==> config.mk <==
export PLATFORM = sky130hd
export DESIGN_NAME = meter_frame_deframer
export DESIGN_NICKNAME = d
export VERILOG_FILES = /design/src/sv/mfd_pkg.sv /design/src/sv/meter_frame_deframer.sv
export SDC_FILE = /design/constraint.sdc
export NUM_CORES = 1
export LEC_CHECK = 0
export BUFFER_PORTS_ARGS = -buffer_cell sky130_fd_sc_hd__buf_2
export CORE_MARGIN = 2
export CORE_UTILIZATION = 40
export CTS_BUF_LIST = sky130_fd_sc_hd__clkbuf_8 sky130_fd_sc_hd__clkbuf_16
export DETAILED_ROUTE_END_ITERATION = 8
export GPL_TIMING_DRIVEN = 0
export PLACE_DENSITY = 0.56
export SYNTH_ARGS = -nofsm -noshare
export SYNTH_HDL_FRONTEND = slang
export SYNTH_SLANG_ARGS = --single-unit
==> constraint.sdc <==
create_clock -name clk_i -period 4 [get_ports clk_i]
set_input_delay 0.8 -clock clk_i [delete_from_list [all_inputs] [get_ports clk_i]]
set_output_delay 0.8 -clock clk_i [all_outputs]
set_load 0.005 [all_outputs]
==> src/sv/mfd_pkg.sv <==
// shared constants for the meter frame deframer
package mfd_pkg;
  localparam int MAX_PAYLOAD_DEF = 48;
  localparam int STORE_DEPTH_DEF = 64;
  localparam int HDR_LEN         = 11;
  localparam int IDX_W           = 6;
  localparam int CFG_IDX_W       = 1;

  localparam logic [7:0]  START_MARK = 8'h68;
  localparam logic [7:0]  END_MARK   = 8'h16;
  localparam logic [15:0] BROADCAST  = 16'hFFFF;

  localparam logic [CFG_IDX_W-1:0] REG_OWN_REGION   = 1'b0;
  localparam logic [CFG_IDX_W-1:0] REG_OWN_TERMINAL = 1'b1;
endpackage

==> src/sv/meter_frame_deframer.sv <==
// meter frame deframer: byte store, frame scan under a sequencer, result output
//
//   channel | signals                                     | direction
//   in      | in_valid_i, in_ready_o, rx_byte_i           | byte item in
//   out     | out_valid_o, out_ready_i, header/payload    | one item per payload byte, one if empty
//   cfg     | cfg_valid_i, cfg_ready_o, cfg_index_i/data  | register write
//
// a byte is taken in S_IDLE; the scan then reads the store through a single read port
// and one checksum adder: each pass starts in S_SCAN, each stored byte visited takes
// S_REQ then S_USE, the header is checked in S_CHK, and a new pass follows each drop.
// results are re-read from the store (S_REQ, S_USE, S_OUT) and wait for out_ready_i.
// in_ready_o is high only when the scan is finished and no result is pending.
// reset empties the store (head and count to zero); no clearing pass.
module meter_frame_deframer #(
  parameter int MAX_PAYLOAD = mfd_pkg::MAX_PAYLOAD_DEF,
  parameter int STORE_DEPTH = mfd_pkg::STORE_DEPTH_DEF
) (
  input  logic                          clk_i,
  input  logic                          rst_ni,
  input  logic                          cfg_valid_i,
  output logic                          cfg_ready_o,
  input  logic [mfd_pkg::CFG_IDX_W-1:0] cfg_index_i,
  input  logic [15:0]                   cfg_data_i,
  input  logic                          in_valid_i,
  output logic                          in_ready_o,
  input  logic [7:0]                    rx_byte_i,
  output logic                          out_valid_o,
  input  logic                          out_ready_i,
  output logic [15:0]                   region_code_o,
  output logic [15:0]                   terminal_addr_o,
  output logic [5:0]                    station_id_o,
  output logic [6:0]                    frame_seq_o,
  output logic [2:0]                    inner_seq_o,
  output logic [5:0]                    control_code_o,
  output logic                          abnormal_o,
  output logic                          direction_o,
  output logic [5:0]                    payload_len_o,
  output logic [7:0]                    payload_byte_o,
  output logic                          last_o,
  output logic                          address_match_o
);
  import mfd_pkg::*;

  localparam int AW = $clog2(STORE_DEPTH);
  localparam int CW = $clog2(STORE_DEPTH + 1);
  localparam int SW = IDX_W + 1;

  localparam logic [2:0] S_IDLE = 3'd0;
  localparam logic [2:0] S_SCAN = 3'd1;
  localparam logic [2:0] S_REQ  = 3'd2;
  localparam logic [2:0] S_USE  = 3'd3;
  localparam logic [2:0] S_CHK  = 3'd4;
  localparam logic [2:0] S_OUT  = 3'd5;

  localparam logic [2:0] PH_HDR  = 3'd0;
  localparam logic [2:0] PH_PAY  = 3'd1;
  localparam logic [2:0] PH_SUM  = 3'd2;
  localparam logic [2:0] PH_END  = 3'd3;
  localparam logic [2:0] PH_EMIT = 3'd4;

  logic [7:0]       mem_q [STORE_DEPTH];
  logic [7:0]       hdr_q [HDR_LEN];
  logic [2:0]       state_q, state_d;
  logic [2:0]       phase_q, phase_d;
  logic [AW-1:0]    head_q, head_d;
  logic [CW-1:0]    count_q, count_d;
  logic [IDX_W-1:0] idx_q, idx_d;
  logic [7:0]       sum_q, sum_d;
  logic [7:0]       rdata_q;
  logic [7:0]       pbyte_q, pbyte_d;
  logic             last_q, last_d;
  logic [15:0]      own_region_q, own_terminal_q;

  logic             in_acc, out_acc, hdr_we;
  logic [SW-1:0]    rd_sum, wr_sum, adv_sum;
  logic [AW-1:0]    rd_addr, wr_addr, adv_head;
  logic [IDX_W-1:0] adv_n;
  logic [5:0]       len;
  logic [IDX_W-1:0] last_idx;
  logic [CW:0]      total;
  logic             full, bad_hdr;

  assign in_acc  = in_valid_i && in_ready_o;
  assign out_acc = out_valid_o && out_ready_i;
  assign full    = (count_q == CW'(STORE_DEPTH));
  assign len     = hdr_q[9][5:0];
  assign last_idx = IDX_W'(HDR_LEN - 1) + IDX_W'(len);
  assign total   = (CW + 1)'(HDR_LEN + 2) + (CW + 1)'(len);

  assign rd_sum  = SW'(head_q) + SW'(idx_q);
  assign rd_addr = (rd_sum >= SW'(STORE_DEPTH)) ? AW'(rd_sum - SW'(STORE_DEPTH)) : AW'(rd_sum);
  assign wr_sum  = full ? SW'(head_q) : SW'(head_q) + SW'(count_q);
  assign wr_addr = (wr_sum >= SW'(STORE_DEPTH)) ? AW'(wr_sum - SW'(STORE_DEPTH)) : AW'(wr_sum);
  assign adv_sum = SW'(head_q) + SW'(adv_n);
  assign adv_head = (adv_sum >= SW'(STORE_DEPTH)) ? AW'(adv_sum - SW'(STORE_DEPTH))
                                                  : AW'(adv_sum);

  assign bad_hdr = (hdr_q[0] != START_MARK) || (hdr_q[7] != START_MARK) ||
                   (hdr_q[10] != 8'd0) || (hdr_q[9] > 8'(MAX_PAYLOAD)) ||
                   (hdr_q[2] == 8'd1 && hdr_q[3] == 8'd0 && hdr_q[6] == END_MARK);

  always_comb begin
    state_d = state_q;
    phase_d = phase_q;
    head_d  = head_q;
    count_d = count_q;
    idx_d   = idx_q;
    sum_d   = sum_q;
    pbyte_d = pbyte_q;
    last_d  = last_q;
    adv_n   = IDX_W'(1);
    hdr_we  = 1'b0;
    case (state_q)
      S_IDLE: begin
        if (in_acc) begin
          if (full) begin
            head_d = adv_head;
          end else begin
            count_d = count_q + CW'(1);
          end
          state_d = S_SCAN;
        end
      end
      S_SCAN: begin
        idx_d   = '0;
        sum_d   = '0;
        phase_d = PH_HDR;
        state_d = (count_q < CW'(HDR_LEN)) ? S_IDLE : S_REQ;
      end
      S_REQ: begin
        state_d = S_USE;
      end
      S_USE: begin
        state_d = S_REQ;
        case (phase_q)
          PH_HDR: begin
            hdr_we = 1'b1;
            sum_d  = sum_q + rdata_q;
            if (idx_q == IDX_W'(HDR_LEN - 1)) begin
              state_d = S_CHK;
            end else begin
              idx_d = idx_q + IDX_W'(1);
            end
          end
          PH_PAY: begin
            sum_d = sum_q + rdata_q;
            if (idx_q == last_idx) begin
              phase_d = PH_SUM;
            end
            idx_d = idx_q + IDX_W'(1);
          end
          PH_SUM: begin
            if (rdata_q != sum_q) begin
              head_d  = adv_head;
              count_d = count_q - CW'(1);
              state_d = S_SCAN;
            end else begin
              idx_d   = idx_q + IDX_W'(1);
              phase_d = PH_END;
            end
          end
          PH_END: begin
            if (rdata_q != END_MARK) begin
              head_d  = adv_head;
              count_d = count_q - CW'(1);
              state_d = S_SCAN;
            end else begin
              idx_d   = IDX_W'(HDR_LEN);
              phase_d = PH_EMIT;
              if (len == 6'd0) begin
                pbyte_d = '0;
                last_d  = 1'b1;
                state_d = S_OUT;
              end
            end
          end
          PH_EMIT: begin
            pbyte_d = rdata_q;
            last_d  = (idx_q == last_idx);
            state_d = S_OUT;
          end
          default: state_d = S_SCAN;
        endcase
      end
      S_CHK: begin
        if (bad_hdr) begin
          head_d  = adv_head;
          count_d = count_q - CW'(1);
          state_d = S_SCAN;
        end else if ((CW + 1)'(count_q) < total) begin
          state_d = S_IDLE;
        end else begin
          idx_d   = IDX_W'(HDR_LEN);
          phase_d = (len == 6'd0) ? PH_SUM : PH_PAY;
          state_d = S_REQ;
        end
      end
      S_OUT: begin
        if (out_acc) begin
          if (last_q) begin
            adv_n   = IDX_W'(total);
            head_d  = adv_head;
            count_d = count_q - CW'(total);
            state_d = S_IDLE;
          end else begin
            idx_d   = idx_q + IDX_W'(1);
            state_d = S_REQ;
          end
        end
      end
      default: state_d = S_IDLE;
    endcase
  end

  always_ff @(posedge clk_i or negedge rst_ni) begin
    if (!rst_ni) begin
      state_q        <= S_IDLE;
      phase_q        <= PH_HDR;
      head_q         <= '0;
      count_q        <= '0;
      own_region_q   <= '0;
      own_terminal_q <= '0;
    end else begin
      state_q <= state_d;
      phase_q <= phase_d;
      head_q  <= head_d;
      count_q <= count_d;
      if (cfg_valid_i && cfg_ready_o) begin
        case (cfg_index_i)
          REG_OWN_REGION:   own_region_q   <= cfg_data_i;
          REG_OWN_TERMINAL: own_terminal_q <= cfg_data_i;
          default: ;
        endcase
      end
    end
  end

  always_ff @(posedge clk_i) begin
    idx_q   <= idx_d;
    sum_q   <= sum_d;
    pbyte_q <= pbyte_d;
    last_q  <= last_d;
    if (hdr_we) begin
      hdr_q[idx_q[3:0]] <= rdata_q;
    end
  end

  // byte store
  always_ff @(posedge clk_i) begin
    if (in_acc) begin
      mem_q[wr_addr] <= rx_byte_i;
    end
    if (state_q == S_REQ) begin
      rdata_q <= mem_q[rd_addr];
    end
  end

  assign cfg_ready_o     = 1'b1;
  assign in_ready_o      = (state_q == S_IDLE);
  assign out_valid_o     = (state_q == S_OUT);
  assign region_code_o   = {hdr_q[2], hdr_q[1]};
  assign terminal_addr_o = {hdr_q[4], hdr_q[3]};
  assign station_id_o    = hdr_q[5][5:0];
  assign frame_seq_o     = {hdr_q[6][4:0], hdr_q[5][7:6]};
  assign inner_seq_o     = hdr_q[6][7:5];
  assign control_code_o  = hdr_q[8][5:0];
  assign abnormal_o      = hdr_q[8][6];
  assign direction_o     = hdr_q[8][7];
  assign payload_len_o   = len;
  assign payload_byte_o  = pbyte_q;
  assign last_o          = last_q;
  assign address_match_o =
      (region_code_o == BROADCAST && terminal_addr_o == BROADCAST) ||
      (region_code_o == own_region_q && terminal_addr_o == own_terminal_q);
endmodule

==> summary.txt <==
Clock network
  – Clk_lat worst skew: 620 ps
  – Clk slew on worst S/H paths: roughly 60 ps
  – CTS max path bufs: 3
  – CTS HTree Levels: 3
  – Clock root buffer: clkbuf_16
  – Inserted Clock Buffers: 71
  – Hold_buf cts: 0
  – Setup bufs post-CTS: 0
  – TritonCTS clock tree: built
  – TritonCTS Sinks: slightly below 700

Synthesis
  – Post-synth EDFFs: 631
  – Post-Syn Area: 28480 µm²
  – Register area share after synthesis: 71.01%
  – Post-Syn Nets: around 1600
  – Post-Syn Instances: between 1500 and 2000
  – Async set or reset register ratio after synthesis: 7.478%
  – Avg Synthesized Cell Area: about 19 µm²
  – Prevailing post-synth register cell: edfxtp_1
  – Post-synthesis register bit count: 682
  – Synth unique cells: 62
  – Syn. warnings: 0

Cells and area
  – Area growth syn-to-layout: 13.90%
  – Ratio of cells with drive above 1 in the final layout: approximately 25%
  – Final instance area: approximately 32000 µm²
  – Diodes inserted: 0
  – Layout Utilization: 46.17%
  – Filler instances: 5945
  – Nets: around 1800
  – Final cell count without fillers: approximately 2700

Drt
  – Via density: around 5.4
  – Wirelength, routed: 67.13 mm
  – Routed vias: 14674
  – Antenna viol nets, final: 0
  – DRC Markers: 0
  – 1st-pass router iterations: 5
  – WL/cell: roughly 25 µm
  – First-iteration detailed-routing DRC count: 1211

Critical path
  – Crit path launch type: flip-flop
  – CP endpoint kind: flip-flop
  – Critical Path AT: 4200 ps
  – Crit path max fanout: 10
  – CP Data Required Time: 4310 ps
  – Setup Crit Path Kind: reg -> reg

Placement
  – Port bufs: between 100 and 150
  – Placer Congestion: about 0.86
  – Placed Area: 30170 µm²
  – Worst slack at placement: -441.7 ps
  – Placed wire-length estimate: 43.47 mm
  – Dpl cells: 2577

Floorplan
  – Chip width: around 270 µm
  – Core Box Area: roughly 70000 µm²
  – Die Area: 73360 µm²
  – Chip height: about 270 µm
  – Starting density of the core: 40.53%
  – Site Rows: 97
  – IO Count: between 100 and 150

Global route
  – Largest net degree at the start of global routing: 65
  – Grt ovf: 0
  – Vias in the first global route: 15123
  – Initial antenna violation count: 0
  – GRT Overall Usage: 18.48%
  – First-pass GRT wire length: about 100 mm

Timing
  – Setup TNS: 0 ps
  – Final Hold Fails: 0
  – Slew margin rel.: 9.216%
  – Fin crit share: 97.10%
  – Clk_skew: 34.37 ps
  – Hold_ws: approximately 260 ps
  – Final WS setup: around 120 ps
  – Final setup vio count: 0
  – Slew at the pin with the worst max-slew slack: 1362 ps
  – Unrepaired setup endpoints after global routing: false
  – Slew Limit Fails: 0
  – Max Fclk: 257.5 MHz
  – Tmin final: 3884 ps

Power and ir drop
  – Pwr/cell area: 895.9 nW/µm²
  – Power Total: 29.06 mW
  – Worst IR drop on VDD: 0.5237 mV
  – Static Leakage: 10.95 nW

Job
  – Max-Cap Viols: 0

Run status
  – Status: finished, final reports clean

Worst hold path
  – HP Class: in -> async
[report_power, final]
group	internal, mW	switching, mW
logic	6.11	7.46
clock network	3.55	2.71
registers	8.60	0.634
total	18.3	10.8
[registers in the layout, summed over array words and instances, names as in the netlist, 7 cells and up]
name	cells
hdr_q	88
rdata_q	8
own_terminal_q	16
count_q	7
sum_q	8
mem_q	512
own_region_q	16
payload_byte_o	8
[what timing repair did]
action	4_1_cts	5_1_grt
endpoints found under the setup margin	8	6
pin swaps	0	0
resized for setup	13	6
[cells in the final DEF, fill, tap and decap left out, types with 8 or more instances in the layout]
cell type	synthesis	final
nor3_1	10	10
and2_1	16	16
clkbuf_16	0	73
nor4_1	15	15
nor2b_1	20	20
clkinv_1	1	14
mux2i_1	11	11
o21ai_0	22	22
clkbuf_1	30	23
a211oi_1	10	10
nor2_1	110	110
dfrtp_1	51	51
nand3_1	10	10
buf_2	15	112
edfxtp_1	631	631
xor2_1	48	48
buf_4	17	22
mux4_2	160	160
ha_1	42	42
mux2_2	32	32
a21oi_1	41	41
a21o_1	15	15
xnor2_1	29	29
nand4_1	14	14
inv_1	22	39
nand2_1	48	48
nand2b_1	8	8
[layout make-up]
type | count | area [µm²] | area share, %
Clock inverter | 49 | 329.1 | 1.014
Sequential cell | 682 | 20220 | 62.34
Clock buffer | 78 | 1896 | 5.843
Inverter | 24 | 90.09 | 0.2777
Buffer | 68 | 401.6 | 1.238
Tap cell | 940 | 1176 | 3.625
Timing Repair Buffer | 104 | 528.0 | 1.628
Multi-Input combinational cell | 759 | 7796 | 24.03
[cell usage after synthesis (all sizes together), types with 6 or more instances]
library cell	number	share of area, %
a21o	15	0.40
nor2b	20	0.44
mux2	38	1.5
nand4	14	0.31
xnor2	30	0.95
a21oi	41	0.72
and3	7	0.15
nor4b	6	0.18
mux4	160	13
nand3	10	0.18
xor2	48	1.5
nor2	110	1.4
buf	39	0.91
dfrtp	51	4.5
a211oi	11	0.31
nand2b	8	0.18
o21ai	29	0.51
fa	6	0.42
clkbuf	30	0.40
inv	23	0.30
nor3	10	0.18
edfxtp	631	67
and2	17	0.37
mux2i	11	0.39
nor4	15	0.33
nand2	48	0.63
nor3b	7	0.20
ha	42	1.8
[path summary, 6_finish.rpt]
| check | start | to | slack (ps) | cells past startpoint |
|---|---|---|---|---|
| worst max-delay path | idx_q[0]$_DFFE_PP_ | rdata_q[6]$_DFFE_PP_ | 120 | 9 |
| worst min-delay path | rst_ni | phase_q[2]$_DFFE_PN0P_ | 260 | 1 |
| worst max register to register | idx_q[0]$_DFFE_PP_ | rdata_q[6]$_DFFE_PP_ | 120 | 9 |
| worst min register to register | own_region_q[3]$_DFFE_PN0P_ | own_region_q[3]$_DFFE_PN0P_ | 530 | 1 |
| max in group asynchronous | rst_ni | own_terminal_q[1]$_DFFE_PN0P_ | 3240 | 1 |
| min in group clk_i | cfg_data_i[12] | own_terminal_q[12]$_DFFE_PN0P_ | 420 | 2 |
[cell families after synthesis]
group	after synthesis	share of synthesized area [%]
flops	682	71.01
simple gates	291	5.135
mux	209	14.54
compound gates	132	2.992
buf+inv	93	1.621
xor+xnor	78	2.425
fa+ha+maj	48	2.267
other cells	1	0.01317
[layer usage]
| metal | routed length, µm | up-vias | global-route usage (%) |
|---|---|---|---|
| met1 | 29690 | 7695 | 25.59 |
| met2 | 32840 | 401 | 30.52 |
| met3 | 3170 | 101 | 3.115 |
| li1 | - | 6477 | - |
| met5 | 0 | - | 0 |
| met4 | 1432 | 0 | 4.623 |
[worst max-delay path: stages (launching register included)]
cell      delay (ps)
edfxtp_1         550
ha_1             290
fa_1             520
clkbuf_4         270
buf_4            270
clkbuf_4         300
mux4_2           390
mux4_2           530
mux2i_1          250
a21oi_1          190
No activity file was read; power rests on OpenSTA's default activity.
